## src/argtok_pkg.sv

```systemverilog
package argtok_pkg;

  localparam logic [7:0] CH_DQUOTE = 8'h22;
  localparam logic [7:0] CH_SQUOTE = 8'h27;
  localparam logic [7:0] CH_LBRACK = 8'h5B;
  localparam logic [7:0] CH_RBRACK = 8'h5D;
  localparam logic [7:0] CH_BSLASH = 8'h5C;

  localparam logic [7:0] CH_SPACE = 8'h20;
  localparam logic [7:0] CH_FF    = 8'h0C;
  localparam logic [7:0] CH_LF    = 8'h0A;
  localparam logic [7:0] CH_CR    = 8'h0D;
  localparam logic [7:0] CH_TAB   = 8'h09;
  localparam logic [7:0] CH_VT    = 8'h0B;

  localparam logic [7:0] END_MARK_BYTE = 8'h00;

  typedef struct packed {
    logic dq;
    logic sq;
    logic br;
    logic esc;
    logic open;
  } flags_t;

  localparam flags_t FLAGS_CLEAR = '{dq: 1'b0, sq: 1'b0, br: 1'b0, esc: 1'b0, open: 1'b0};

  typedef struct packed {
    logic       valid;
    logic [7:0] data;
    logic       token_end;
  } result_t;

  function automatic logic is_blank(input logic [7:0] b);
    return (b == CH_SPACE) || (b == CH_FF) || (b == CH_LF) ||
           (b == CH_CR) || (b == CH_TAB) || (b == CH_VT);
  endfunction

endpackage

```

## src/argtok_step.sv

```systemverilog
module argtok_step (
  input  logic [7:0]       byte_i,
  input  logic             eos_i,
  input  argtok_pkg::flags_t flags_i,
  output argtok_pkg::flags_t flags_o,
  output argtok_pkg::result_t res_o
);

  logic blank;

  assign blank = argtok_pkg::is_blank(byte_i);

  always_comb begin
    flags_o = flags_i;
    res_o.valid     = 1'b1;
    res_o.data      = byte_i;
    res_o.token_end = 1'b0;

    priority if (eos_i) begin
      // terminator closes any open token, even inside quotes
      flags_o         = argtok_pkg::FLAGS_CLEAR;
      res_o.valid     = flags_i.open;
      res_o.data      = argtok_pkg::END_MARK_BYTE;
      res_o.token_end = 1'b1;
    end else if (!flags_i.open && blank) begin
      // skip whitespace between tokens
      res_o.valid = 1'b0;
    end else begin
      flags_o.open = 1'b1;
      priority if (byte_i == argtok_pkg::CH_DQUOTE && !flags_i.sq && !flags_i.esc) begin
        flags_o.dq = !flags_i.dq;
      end else if (byte_i == argtok_pkg::CH_SQUOTE && !flags_i.dq && !flags_i.esc) begin
        flags_o.sq = !flags_i.sq;
      end else if (byte_i == argtok_pkg::CH_LBRACK && !flags_i.dq && !flags_i.sq &&
                   !flags_i.br && !flags_i.esc) begin
        flags_o.br = 1'b1;
      end else if (byte_i == argtok_pkg::CH_RBRACK && !flags_i.dq && !flags_i.sq &&
                   flags_i.br && !flags_i.esc) begin
        flags_o.br = 1'b0;
      end else if (byte_i == argtok_pkg::CH_BSLASH) begin
        flags_o.esc = !flags_i.esc;
      end else if (!flags_i.dq && !flags_i.sq && !flags_i.br && !flags_i.esc && blank) begin
        flags_o.open    = 1'b0;
        res_o.data      = argtok_pkg::END_MARK_BYTE;
        res_o.token_end = 1'b1;
      end else begin
        flags_o.esc = flags_i.esc;
      end
      // any passed byte other than a backslash drops a pending escape
      if (byte_i != argtok_pkg::CH_BSLASH) begin
        flags_o.esc = 1'b0;
      end
    end
  end

endmodule

```

## src/argtok_oreg.sv

```systemverilog
module argtok_oreg (
  input  logic                clk,
  input  logic                rst_n,
  input  logic                load_i,
  input  argtok_pkg::result_t res_i,
  input  logic                out_stall,
  output logic                free_o,
  output logic                out_valid,
  output logic [7:0]          out_byte,
  output logic                out_token_end
);

  logic       valid_r, valid_nxt;
  logic [7:0] data_r;
  logic       end_r;

  assign free_o = !valid_r || !out_stall;

  always_comb begin
    valid_nxt = valid_r && out_stall;
    if (load_i) begin
      valid_nxt = 1'b1;
    end
  end

  always_ff @(posedge clk) begin
    if (!rst_n) begin
      valid_r <= 1'b0;
    end else begin
      valid_r <= valid_nxt;
    end
  end

  always_ff @(posedge clk) begin
    if (load_i) begin
      data_r <= res_i.data;
      end_r  <= res_i.token_end;
    end
  end

  assign out_valid     = valid_r;
  assign out_byte      = data_r;
  assign out_token_end = end_r;

endmodule

```

## src/argument_tokenizer_top.sv

```systemverilog
// channel   direction  handshake               payload
// in_       input      in_valid / in_stall     in_byte[7:0], in_end_of_string
// out_      output     out_valid / out_stall   out_byte[7:0], out_token_end
//
// One word can be taken every cycle while in_stall is low; its result, if any,
// goes from the input register into the output register and leaves when out_stall
// is low. The single pass of flag logic between the two registers sets the rate.
// rst_n (synchronous, active low) clears all five flags and both valid bits.
// out_stall backs up through in_stall only when a word that makes a result
// finds the output register still holding an untaken result.
module argument_tokenizer_top (
  input  logic       clk,
  input  logic       rst_n,
  input  logic       in_valid,
  output logic       in_stall,
  input  logic [7:0] in_byte,
  input  logic       in_end_of_string,
  output logic       out_valid,
  input  logic       out_stall,
  output logic [7:0] out_byte,
  output logic       out_token_end
);

  // input register
  logic       in_valid_r, in_valid_nxt;
  logic [7:0] in_byte_r;
  logic       in_eos_r;

  // tokenizer flags
  argtok_pkg::flags_t flags_r, flags_nxt;

  argtok_pkg::result_t res;
  logic oreg_free;
  logic consume;
  logic accept;

  // retire the held word once its result has somewhere to go
  assign consume  = in_valid_r && (!res.valid || oreg_free);
  assign in_stall = in_valid_r && !consume;
  assign accept   = in_valid && !in_stall;

  always_comb begin
    in_valid_nxt = in_valid_r && !consume;
    if (accept) begin
      in_valid_nxt = 1'b1;
    end
  end

  always_ff @(posedge clk) begin
    if (!rst_n) begin
      in_valid_r <= 1'b0;
    end else begin
      in_valid_r <= in_valid_nxt;
    end
  end

  // hold the payload until a new word is taken
  always_ff @(posedge clk) begin
    if (accept) begin
      in_byte_r <= in_byte;
      in_eos_r  <= in_end_of_string;
    end
  end

  argtok_step u_step (
    .byte_i  (in_byte_r),
    .eos_i   (in_eos_r),
    .flags_i (flags_r),
    .flags_o (flags_nxt),
    .res_o   (res)
  );

  // advance the flags only when the word retires
  always_ff @(posedge clk) begin
    if (!rst_n) begin
      flags_r <= argtok_pkg::FLAGS_CLEAR;
    end else if (consume) begin
      flags_r <= flags_nxt;
    end
  end

  argtok_oreg u_oreg (
    .clk           (clk),
    .rst_n         (rst_n),
    .load_i        (consume && res.valid),
    .res_i         (res),
    .out_stall     (out_stall),
    .free_o        (oreg_free),
    .out_valid     (out_valid),
    .out_byte      (out_byte),
    .out_token_end (out_token_end)
  );

endmodule

```

## config.mk

```make
export PLATFORM = sky130hd
export DESIGN_NAME = argument_tokenizer_top
export DESIGN_NICKNAME = d
export VERILOG_FILES = /design/src/argtok_pkg.sv /design/src/argtok_step.sv /design/src/argtok_oreg.sv /design/src/argument_tokenizer_top.sv
export SDC_FILE = /design/constraint.sdc
export NUM_CORES = 1
export LEC_CHECK = 0
export BUFFER_PORTS_ARGS = -buffer_cell sky130_fd_sc_hd__buf_2
export CELL_PAD_IN_SITES_DETAIL_PLACEMENT = 1
export CELL_PAD_IN_SITES_GLOBAL_PLACEMENT = 2
export CORE_MARGIN = 2
export CORE_UTILIZATION = 35
export CTS_CLUSTER_SIZE = 20
export DETAILED_ROUTE_END_ITERATION = 10
export PLACE_DENSITY = 0.89
export SYNTH_ARGS = -nofsm -noshare
export SYNTH_HDL_FRONTEND = slang
export SYNTH_SLANG_ARGS = --single-unit
```

## constraint.sdc

```tcl
create_clock -name clk -period 3.4 [get_ports clk]
set_input_delay 0.51 -clock clk [delete_from_list [all_inputs] [get_ports clk]]
set_output_delay 0.51 -clock clk [all_outputs]
set_load 0.01 [all_outputs]
```

; Yosys cells after proc, flatten, opt, wreduce, memory -nomap -nowiden
; Cells that the tools add are included.
[word_totals]
reg_bits = 25
in_bits = 13
output_inout_bits = 11
wordCells = 103
[op_classes]
n_eq_ne = 19
mux = 25
n_reduce_logical = 48
[ops]
columns = operator, n
row1 = 9-bit 2-to-1 mux, 7
row2 = 8-bit by 4-bit == test with 1-bit output (second input constant), 5
row3 = 8-bit by 6-bit == test with 1-bit output (second input constant), 3
row4 = 8-bit by 7-bit == test with 1-bit output (second input constant), 3
row5 = 1-bit logical AND, 22
row6 = 3-bit inequality test (second input constant), 4
row7 = 1-bit 2-to-1 mux, 11
row8 = 1-bit logical NOT, 10
row9 = 10-bit 2-to-1 mux, 1
row10 = 5-bit 2-to-1 mux, 2
row11 = 8-bit by 7-bit inequality test with 1-bit output (second input constant), 1
row12 = 1-bit logical OR, 7
row13 = 7-bit AND reduction, 1
row14 = 2-bit inequality test (second input constant), 3
row15 = 3-bit nonzero test, 2
row16 = 5-bit AND reduction, 1
row17 = 2-bit 2-to-1 mux, 2
row18 = 4-bit 2-to-1 mux, 1
row19 = 4-bit AND reduction, 1
row20 = 2-bit nonzero test, 2
row21 = 3-bit 2-to-1 mux, 1
row22 = 3-bit AND reduction, 1
row23 = 2-bit AND reduction, 1

; Logic depth before layout (Yosys ltp)
; Gate-level depths: netlist of run 1.
[logic_depth]
word_depth = 23
ltp_mapped = 6
ltp_nobuf = 5

; Cells and area by module
; From an unflattened synthesis of run 1, not the netlist that was laid out.
[hier_totals]
cells_unflattened = 102
area_unflattened_um2 = 1184.9
[modules_own_cells]
columns = mod, instances, cells_each, area_each_um2, seq_area_each_um2
row1 = argument_tokenizer_top, 1, 37, 534.3, 390.4
row2 = argtok_step, 1, 52, 345.3, 0.0
row3 = argtok_oreg, 1, 13, 305.3, 290.3

; Worst setup path before layout of run 1
; No wires, ideal clock.
[synth_timing]
path_kind = register to register
from = reg in_byte_r[4]
to = reg in_byte_r[0], enable pin
setup_time_ns = 0.375
arrival_ns = 1.944
required_time_ns = 3.025
setup_slack_ns = 1.081
path_stages_with_launch = 6
path_buffers = 0
synth_period_minus_slack_ns = 2.319
path_cell_list = edfxtp_1 nor3_2 or4b_4 a31oi_2 nor3_1 nor2b_1
[synth_between]
elab_chain_cells = 16
word_cells_on_any_way = 21
classes_between = eq/ne: 6 / mux: 2 / reduce/logical: 13
[synth_lines]
columns = element, line
row1 = from (decl), argument_tokenizer_top.sv:26  ; logic [7:0] in_byte_r;
row2 = from (signal assigned), argument_tokenizer_top.sv:60  ; in_byte_r <= in_byte;
row3 = 8-bit by 6-bit == test with 1-bit output / 8-bit by 4-bit == test with 1-bit output (equally long branches), argtok_pkg.sv:35  ; return (b == CH_SPACE) || (b == CH_FF) || (b == CH_LF) ||
row4 = 1-bit logical OR (3 in a row), argtok_pkg.sv:35
row5 = 1-bit logical OR, argtok_pkg.sv:36  ; (b == CH_CR) || (b == CH_TAB) || (b == CH_VT);
row6 = 1-bit logical OR (*), argtok_pkg.sv:36
row7 = 1-bit logical AND (*), argtok_step.sv:25  ; end else if (!flags_i.open && blank) begin
row8 = 1-bit 2-to-1 mux (*), argtok_step.sv:25
row9 = 10-bit 2-to-1 mux (*), argtok_step.sv:19  ; priority if (eos_i) begin
row10 = 1-bit logical NOT (*), argument_tokenizer_top.sv:38  ; assign consume = in_valid_r && (!res.valid || oreg_free);
row11 = 1-bit logical OR (*), argument_tokenizer_top.sv:38
row12 = 1-bit logical AND (*), argument_tokenizer_top.sv:38
row13 = 1-bit logical NOT (*), argument_tokenizer_top.sv:39  ; assign in_stall = in_valid_r && !consume;
row14 = 1-bit logical AND (*), argument_tokenizer_top.sv:39
row15 = net in_stall, argument_tokenizer_top.sv:15  ; output logic in_stall,
row16 = 1-bit logical NOT (*), argument_tokenizer_top.sv:40  ; assign accept = in_valid && !in_stall;
row17 = 1-bit logical AND (*), argument_tokenizer_top.sv:40
row18 = net accept, argument_tokenizer_top.sv:35  ; logic accept;
; The timed path passes the listed nets; every way through them passes the cells marked *.
; A chain may end at the register's enable or synchronous reset.

; Worst setup path in the final report of run 1
[layout_timing]
from = reg in_byte_r[2]
to = out in_stall
[layout_between]
elab_chain_cells = 14
word_cells_on_any_way = 19
classes_between = eq/ne: 6 / mux: 2 / reduce/logical: 11
[layout_lines]
columns = element, line
row1 = 8-bit by 6-bit == test with 1-bit output / 8-bit by 4-bit == test with 1-bit output (equally long branches), argtok_pkg.sv:35
row2 = 1-bit logical OR (3 in a row), argtok_pkg.sv:35
row3 = 1-bit logical OR, argtok_pkg.sv:36
row4 = 1-bit logical OR (*), argtok_pkg.sv:36
row5 = 1-bit logical AND (*), argtok_step.sv:25
row6 = 1-bit 2-to-1 mux (*), argtok_step.sv:25
row7 = 10-bit 2-to-1 mux (*), argtok_step.sv:19
row8 = 1-bit logical NOT (*), argument_tokenizer_top.sv:38
row9 = 1-bit logical OR (*), argument_tokenizer_top.sv:38
row10 = 1-bit logical AND (*), argument_tokenizer_top.sv:38
row11 = 1-bit logical NOT (*), argument_tokenizer_top.sv:39
row12 = 1-bit logical AND (*), argument_tokenizer_top.sv:39
row13 = to (decl), argument_tokenizer_top.sv:15
; Mark *: on every way between the ends. The rest lies on a longest branch, timed or not.

==> summary.md, run 1 <==
| Metric | Value |
|---|---|
| Status | completed |
| Clock Power Share | 25.2% |
| Hold EP | in_byte_r[3]$_DFFE_PP_ |
| Setup TNS | 0 ns |
| Place WS | 0.7935 ns |
| TritonCTS clock tree | done |
| Peak Freq | 0.3852 GHz |
| Kind of critical path | reg -> out |
| Slew Limit Fails | 0 |
| Core area | 3311 um^2 |
| R2R Path End | in_byte_r[5]$_DFFE_PP_ |
| Pin count of the biggest net entering global routing | 15 |
| Synth-to-Final Area Change | 15.80% |
| Peak supply drop | 0.0001989 V |
| CTS resizes | 0 |
| Final #Nets | 142 |
| Seq pwr share | 65.0% |
| Post-synth top area cell | edfxtp_1 |
| Share of the synthesized area in the top cell type | 45.19% |
| CP arrival | 2.09 ns |
| Syn. warnings | 0 |
| Wire per inst | 15.08 um |
| CTS HTree Levels | 1 |
| Data required, critical path | 2.89 ns |
| Static Leak | 0.0005247 uW |
| Flop2flop setup slack | 0.85 ns |
| Slew margin rel. | 48.91% |
| Setup Skew | 0.001299 ns |
| Comb power frac | 9.8% |
| Clock Latency Late Sink | 0.33 ns |
| Initial antenna violation count | 0 |
| Hold-fix buffers, CTS | 0 |
| Clk pin slew, worst setup/hold paths | 0.14 ns |
| Min-delay src | in_byte[3] |
| Worst r2r src | in_byte_r[2]$_DFFE_PP_ |
| Hold_ws | 0.3453 ns |
| Routed wire length | 2624 um |
| First drt pass iteration count | 4 |
| Post-synthesis cell area | 1196 um^2 |
| Final setup viols | 0 |
| Detailed Place HPWL | 2126 um |
| Total net switching power | 136.5 uW |
| Commonest cells after routing, fill and taps aside | buf_2 (23), edfxtp_1 (18), nand2_1 (7), dfxtp_1 (7), and2_2 (6) |
| Synth top area cells | edfxtp_1 (45%), dfxtp_1 (12%), and2_2 (3.8%) |
| Synth Instances | 102 |
| Switch share | 25.00% |
| Post-synth ARST share | 0% |
| Predominant post-synthesis flop cell | edfxtp_1 |
| Crit start category | register |
| Synth cell types | 37 |
| Avg Cell Area, Syn | 11.73 um^2 |
| Synth Register Bits | 25 |
| Vert. Die Dim | 62.46 um |
| Die area | 3901 um^2 |
| Buffers on Ports | 23 |
| Net Count, Synth | 115 |
| Die Wd | 62.46 um |
| ANT cells | 0 |
| Final Cycle Share | 76.35% |
| Post-route ant nets | 0 |
| # rows | 21 |
| Overflow after GRT | 0 |
| Clock buffer depth | 2 |
| Post-synthesis sequential area ratio | 56.90% |
| Internal Power | 409.5 uW |
| Fillcell total | 395 |
| Setup WS post-layout | 0.8041 ns |
| Layout cells sized above 1 | 33.59% |
| Crit path capture type | output pin |
| Vias in the first global route | 929 |
| Final hold violation count | 0 |
| Pwr Density | 394.2 nW/um^2 |
| Worst-Margin Slew | 0.7635 ns |
| Initial DRC Count | 24 |
| Hold Path Class | in -> reg |
| Total of max-cap violations | 0 |
| Avg Vias per Cell | 5.103 |
| Initial core utilization | 36.13% |
| TritonCTS Buffers | 3 |
| GR Util All Layers | 14.09% |
| Gp weighted congestion | 0.7874 |
| EDFF count, synth | 18 |
| First-pass GRT wire length | 4333 um |
| Most common cell after layout, fill and taps aside | buf_2 |
| DRC | 0 |
| Tmin final | 2.596 ns |
| Hold Path Stages | 1 |
| Clock sinks | 25 |
| Cell count of the worst reg-to-reg path | 5 |
| Post-CTS setup buffer count | 0 |
| Root buffer cell | clkbuf_4 |
| Crit Path Max Fanout | 10 |
| DR vias | 888 |
| RSZ-0062 raised after global routing | false |
| I/O pin count | 24 |
==> critical path: stages, from the launching register on <==
cell      delay [ns]
edfxtp_1        0.55
nor4b_1         0.50
o21ai_2         0.15
a31oi_2         0.29
nor3_1          0.11
buf_2           0.15
==> worst max path at each step <==
stage	from	end	slack, ns	cells after the start
floorplan	in_byte_r[4]$_DFFE_PP_	in_byte_r[0]$_DFFE_PP_	1.08	5
global placement	in_byte_r[2]$_DFFE_PP_	in_byte_r[4]$_DFFE_PP_	0.94	5
detailed placement	in_byte_r[2]$_DFFE_PP_	in_byte_r[3]$_DFFE_PP_	0.79	5
CTS	in_byte_r[2]$_DFFE_PP_	in_byte_r[3]$_DFFE_PP_	0.78	5
global route	in_byte_r[2]$_DFFE_PP_	in_byte_r[3]$_DFFE_PP_	0.46	5
finish	in_byte_r[2]$_DFFE_PP_	in_stall	0.80	5
==> synth_stat cells, types with 3 or more instances <==
cell type and number:
edfxtp_1 18, and2_2 6, nor2_1 5, nand4_1 3
inv_1 5, and2_1 4, nor2b_1 3, a21oi_1 5
o21ai_0 4, nand2_1 7, nor3_1 5, dfxtp_1 7
==> registers in the layout, indices dropped and copies added (netlist names) <==
name,cells
flags_r,5
u_oreg.out_byte,8
u_oreg.out_valid,1
in_valid_r,1
u_oreg.out_token_end,1
in_byte_r,8
in_eos_r,1
==> logic make-up (layout without fill, tap and decap cells) <==
kind of cell / Yosys count / in the layout / share of synthesized area [%]
buf+inv: 6 / 32 / 2.511
mux: 2 / 2 / 1.674
simple gates: 48 / 48 / 25.63
flops: 25 / 25 / 56.90
compound gates: 21 / 21 / 13.29
==> through the flow <==
stage / instances / power, uW / utilization [%] / instance area, um^2
3_3_place_gp: 170 / 412.7 / 41.01 / 1358
5_1_grt: 174 / 568.3 / 41.84 / 1385
6_report: 174 / 546.0 / 41.84 / 1385
4_1_cts: 174 / 553.6 / 41.84 / 1385
2_1_floorplan: 102 / 392.9 / - / 1196
3_5_place_dp: 170 / 416.5 / 41.01 / 1358
==> routing by layer <==
| layer | vias up | track usage (%) | share of wire [%] |
|---|---|---|---|
| met4 | 0 | 7.222 | 2.1 |
| li1 | 438 | - | - |
| met3 | 5 | 2.883 | 2.5 |
| met5 | - | 0 | 0 |
| met2 | 17 | 24.33 | 51 |
| met1 | 428 | 16.49 | 44 |
==> power groups by stage <==
stage / clock network, uW / logic (uW) / registers, uW
after floorplan: 0 / 32.6 / 360
after global placement: 0 / 51.8 / 361
after detailed placement: 0 / 54.4 / 362
after CTS: 144 / 54.5 / 355
after global routing: 152 / 59.6 / 357
final: 138 / 53.5 / 355
==> area by class of cell <==
| type | count | area [um^2] | share of cell area (%) |
|---|---|---|---|
| flip-flops and latches | 25 | 680.7 | 49.14 |
| multi-input cells | 71 | 485.5 | 35.05 |
| repair buffers | 23 | 115.1 | 8.311 |
| well taps | 46 | 57.56 | 4.155 |
| clock buffers | 3 | 22.52 | 1.626 |
| inverters | 5 | 18.77 | 1.355 |
| clock inverters | 1 | 5.005 | 0.3613 |
Note: power is estimated with default switching activity, not from simulation.
==> run 2: changes to the inputs <==
ABC_AREA = 1   (was not set)
CORE_UTILIZATION = 29   (was 35)
PLACE_DENSITY = 0.85   (was 0.89)
clock period = 2.35 ns   (was 3.4 ns; I/O delays follow)
==> summary.md, run 2 <==
| Metric | Value |
|---|---|
| GR Util All Layers | 13.53% (-0.56 points) |
| EDFF count, synth | 18 (unchanged) |
| Wire per inst | 13.31 um (-12%) |
| Net Count, Synth | 144 (+25%) |
| Comb power frac | 11.2% (+1.4 points) |
| Post-synthesis sequential area ratio | 57.20% (+0.30 points) |
| Commonest cells after routing, fill and taps aside | nand2_1 (26), inv_1 (23), buf_2 (23) |
| Buffers on Ports | 23 (unchanged) |
| Initial DRC Count | 37 (+54%) |
| Clock buffer depth | 2 (unchanged) |
| First drt pass iteration count | 4 (unchanged) |
| Xor-xnor portion of the synthesized cell area | 0% (unchanged) |
| Hold Path Class | in -> reg |
| RSZ-0062 raised after global routing | false |
| TritonCTS Buffers | 3 (unchanged) |
| Crit Path Max Fanout | 5 (-5) |
| Internal Power | 650.6 uW (+59%) |
| Static Leak | 0.0006242 uW (+19%) |
| Commonest cells post-synth | nand2_1 (26), inv_1 (23), nor2_1 (19) |
| Synth Register Bits | 25 (unchanged) |
| I/O pin count | 24 (unchanged) |
| DRC | 0 (unchanged) |
| Post-synth ARST share | 0% (unchanged) |
| Routed wire length | 2756 um (+5.0%) |
| Compound-Gate Fraction of Synth Area | 5.783% (-7.5 points) |
| Clock sinks | 25 (unchanged) |
| Post-route ant nets | 0 (unchanged) |
| Status | completed |
| Worst-Margin Slew | 0.3511 ns (-0.4124 ns) |
| GRT busiest layer | met2 |
| Share of the synthesized area in the top cell type | 45.43% (+0.24 points) |
| Synth cell types | 19 (-49%) |
| Tmin final | 2.102 ns |
| Final Cycle Share | 89.47% |
| Cell count of the worst reg-to-reg path | 9 (+4) |
| Syn. warnings | 0 (unchanged) |
| Multiplexer share of the synthesized area | 0% (-1.7 points) |
| Final hold violation count | 0 (unchanged) |
| Overflow after GRT | 0 (unchanged) |
| Setup Skew | 0.003608 ns (+0.002308 ns) |
| Fillcell total | 479 (+21%) |
| Avg Cell Area, Syn | 9.083 um^2 (-23%) |
| Post-synth top area cell | edfxtp_1 |
| First-pass GRT wire length | 4533 um (+4.6%) |
| Layout cells sized above 1 | 22.93% (-11 points) |
| TritonCTS clock tree | done |
| Hold-fix buffers, CTS | 0 (unchanged) |
| Initial antenna violation count | 0 (unchanged) |
| Most common cell after layout, fill and taps aside | nand2_1 |
| Core area | 3971 um^2 (+20%) |
| Post-Synth Adder-Cell Area | 0% (unchanged) |
| Switch share | 24.59% (-0.42 points) |
| Leading cell type by number of instances after synthesis | nand2_1 |
| # rows | 23 (+9.5%) |
| Vias in the first global route | 1013 (+9.0%) |
| Pwr Density | 612.3 nW/um^2 (+55%) |
| Hold EP | in_byte_r[7]$_DFFE_PP_ |
| Worst r2r src | in_byte_r[0]$_DFFE_PP_ |
| DR vias | 959 (+8.0%) |
| Synth Area in Simple Gates | 29.02% (+3.4 points) |
| Synth Instances | 131 (+28%) |
| CP arrival | 1.75 ns (-0.34 ns) |
| Synth-to-Final Area Change | 18.40% |
| Gp weighted congestion | 0.8597 (+9.2%) |
| Crit start category | register |
| Slew margin rel. | 76.57% (+28 points) |
| Total net switching power | 212.1 uW (+55%) |
| Avg Vias per Cell | 4.633 (-9.2%) |
| Hold_ws | 0.2534 ns (-0.09191 ns) |
| Hold Path Stages | 1 (unchanged) |
| Data required, critical path | 2.00 ns (-0.89 ns) |
| Detailed Place HPWL | 2292 um (+7.8%) |
| Synth top area cells | edfxtp_1 (45%), dfxtp_1 (12%), nand2_1 (8.2%) |
| CTS resizes | 0 (unchanged) |
| Slew Limit Fails | 0 (unchanged) |
| Post-CTS setup buffer count | 0 (unchanged) |
| CTS HTree Levels | 1 (unchanged) |
| Seq pwr share | 59.4% (-5.6 points) |
| Setup TNS | 0 ns (unchanged) |
| Clock Power Share | 29.4% (+4.2 points) |
| Root buffer cell | clkbuf_8 |
| Initial core utilization | 29.96% (-6.2 points) |
| Kind of critical path | reg -> out |
| Peak supply drop | 0.0002237 V (+12%) |
| Die Wd | 68.06 um (+9.0%) |
| Largest family of logic cells by synthesized area | simple AND/OR/NAND/NOR gates |
| CP Launch Point | in_byte_r[0]$_DFFE_PP_ |
| Pin count of the biggest net entering global routing | 14 (-1) |
| Final #Nets | 171 (+20%) |
| Crit path capture type | output pin |
| Die area | 4631 um^2 (+19%) |
| Clock Latency Late Sink | 0.27 ns (-0.06 ns) |
| Peak Freq | 0.4756 GHz |
| Total of max-cap violations | 0 (unchanged) |
| Min-delay src | in_byte[7] |
| Final setup viols | 0 (unchanged) |
| Met2 Use GR | 26.58% (+2.2 points) |
| Predominant post-synthesis flop cell | edfxtp_1 |
| R2R Path End | in_byte_r[3]$_DFFE_PP_ |
| ANT cells | 0 (unchanged) |
| Flop2flop setup slack | 0.38 ns (-0.47 ns) |
| Post-synthesis cell area | 1190 um^2 (-0.52%) |
| Clk pin slew, worst setup/hold paths | 0.09 ns (-0.05 ns) |
| Met1 Use GR | 14.21% (-2.3 points) |
| Met3 Use GR | 2.961% (+0.078 points) |
| Vert. Die Dim | 68.06 um (+9.0%) |
run 2: cell types whose count changed in the layout (fill, tap and decap cells not counted), moves of 3 or more:
cell,before,now
nand2_1,7,26
clkbuf_8,0,3
nand2_2,1,4
clkbuf_4,3,0
nor2b_1,3,0
nand3_1,0,8
nand4_1,3,7
and2_1,4,0
inv_1,5,23
and2_2,6,0
o21ai_0,4,0
nor2_1,5,19
run 2: per-layer routing:
layer | vias to the layer above | share of wire (%)
li1 | 481 | -
met1 | 453 | 40
met2 | 23 | 55
met3 | 2 | 3.9
met4 | 0 | 0.69
met5 | - | 0
run 2: cells by family (layout without fill, tap and decap cells):
logic type,Yosys count,in the layout
AND/OR/NAND/NOR,72,72
flip-flops,25,25
buffers and inverters,25,51
AO/OA/AOI/OAI,9,9
run 2: per-stage QoR:
stage	power, uW	cell area [um^2]	cells	utilization (%)	worst slack, ns
3_5_place_dp	620.9	1364	203	34.34	0.3645
6_report	862.7	1409	207	35.48	0.2475
2_1_floorplan	581.8	1190	131	-	0.6394
4_1_cts	870.4	1409	207	35.48	0.2314
5_1_grt	901.0	1409	207	35.48	0.1075
3_3_place_gp	615.4	1364	203	34.34	0.4501
run 2: worst max-delay path, cell delays in order (launching register included):
cell and delay (ns):
edfxtp_1 0.48, nor2_2 0.17, nand2_1 0.11, a21oi_4 0.18
nand3_4 0.12, nand2_1 0.09, inv_1 0.06, nand3_1 0.09
inv_1 0.06, buf_2 0.14
run 2: worst max-delay path by stage:
stage	slack [ns]	cells past startpoint	endpoint
global placement	0.45	9	in_byte_r[1]$_DFFE_PP_
global route	0.11	9	in_stall
floorplan	0.64	9	u_oreg.out_byte[0]$_SDFFCE_PP0P_
detailed placement	0.36	9	in_byte_r[2]$_DFFE_PP_
finish	0.25	9	in_stall
CTS	0.23	9	in_stall
run 2: area by class of cell:
class	instances	area [um^2]	area share [%]
well taps	50	62.56	4.441
multi-input cells	81	414.1	29.40
inverters	24	91.34	6.483
flip-flops and latches	25	680.7	48.31
clock buffers	4	45.04	3.197
repair buffers	23	115.1	8.170
run 2: power by group through the flow:
stage | registers, uW | logic [uW] | clock network, uW
after global placement | 522 | 93.6 | 0
after global routing | 516 | 110 | 275
final | 513 | 96.5 | 254
after detailed placement | 523 | 97.9 | 0
after floorplan | 522 | 60.3 | 0
after CTS | 513 | 98.2 | 259
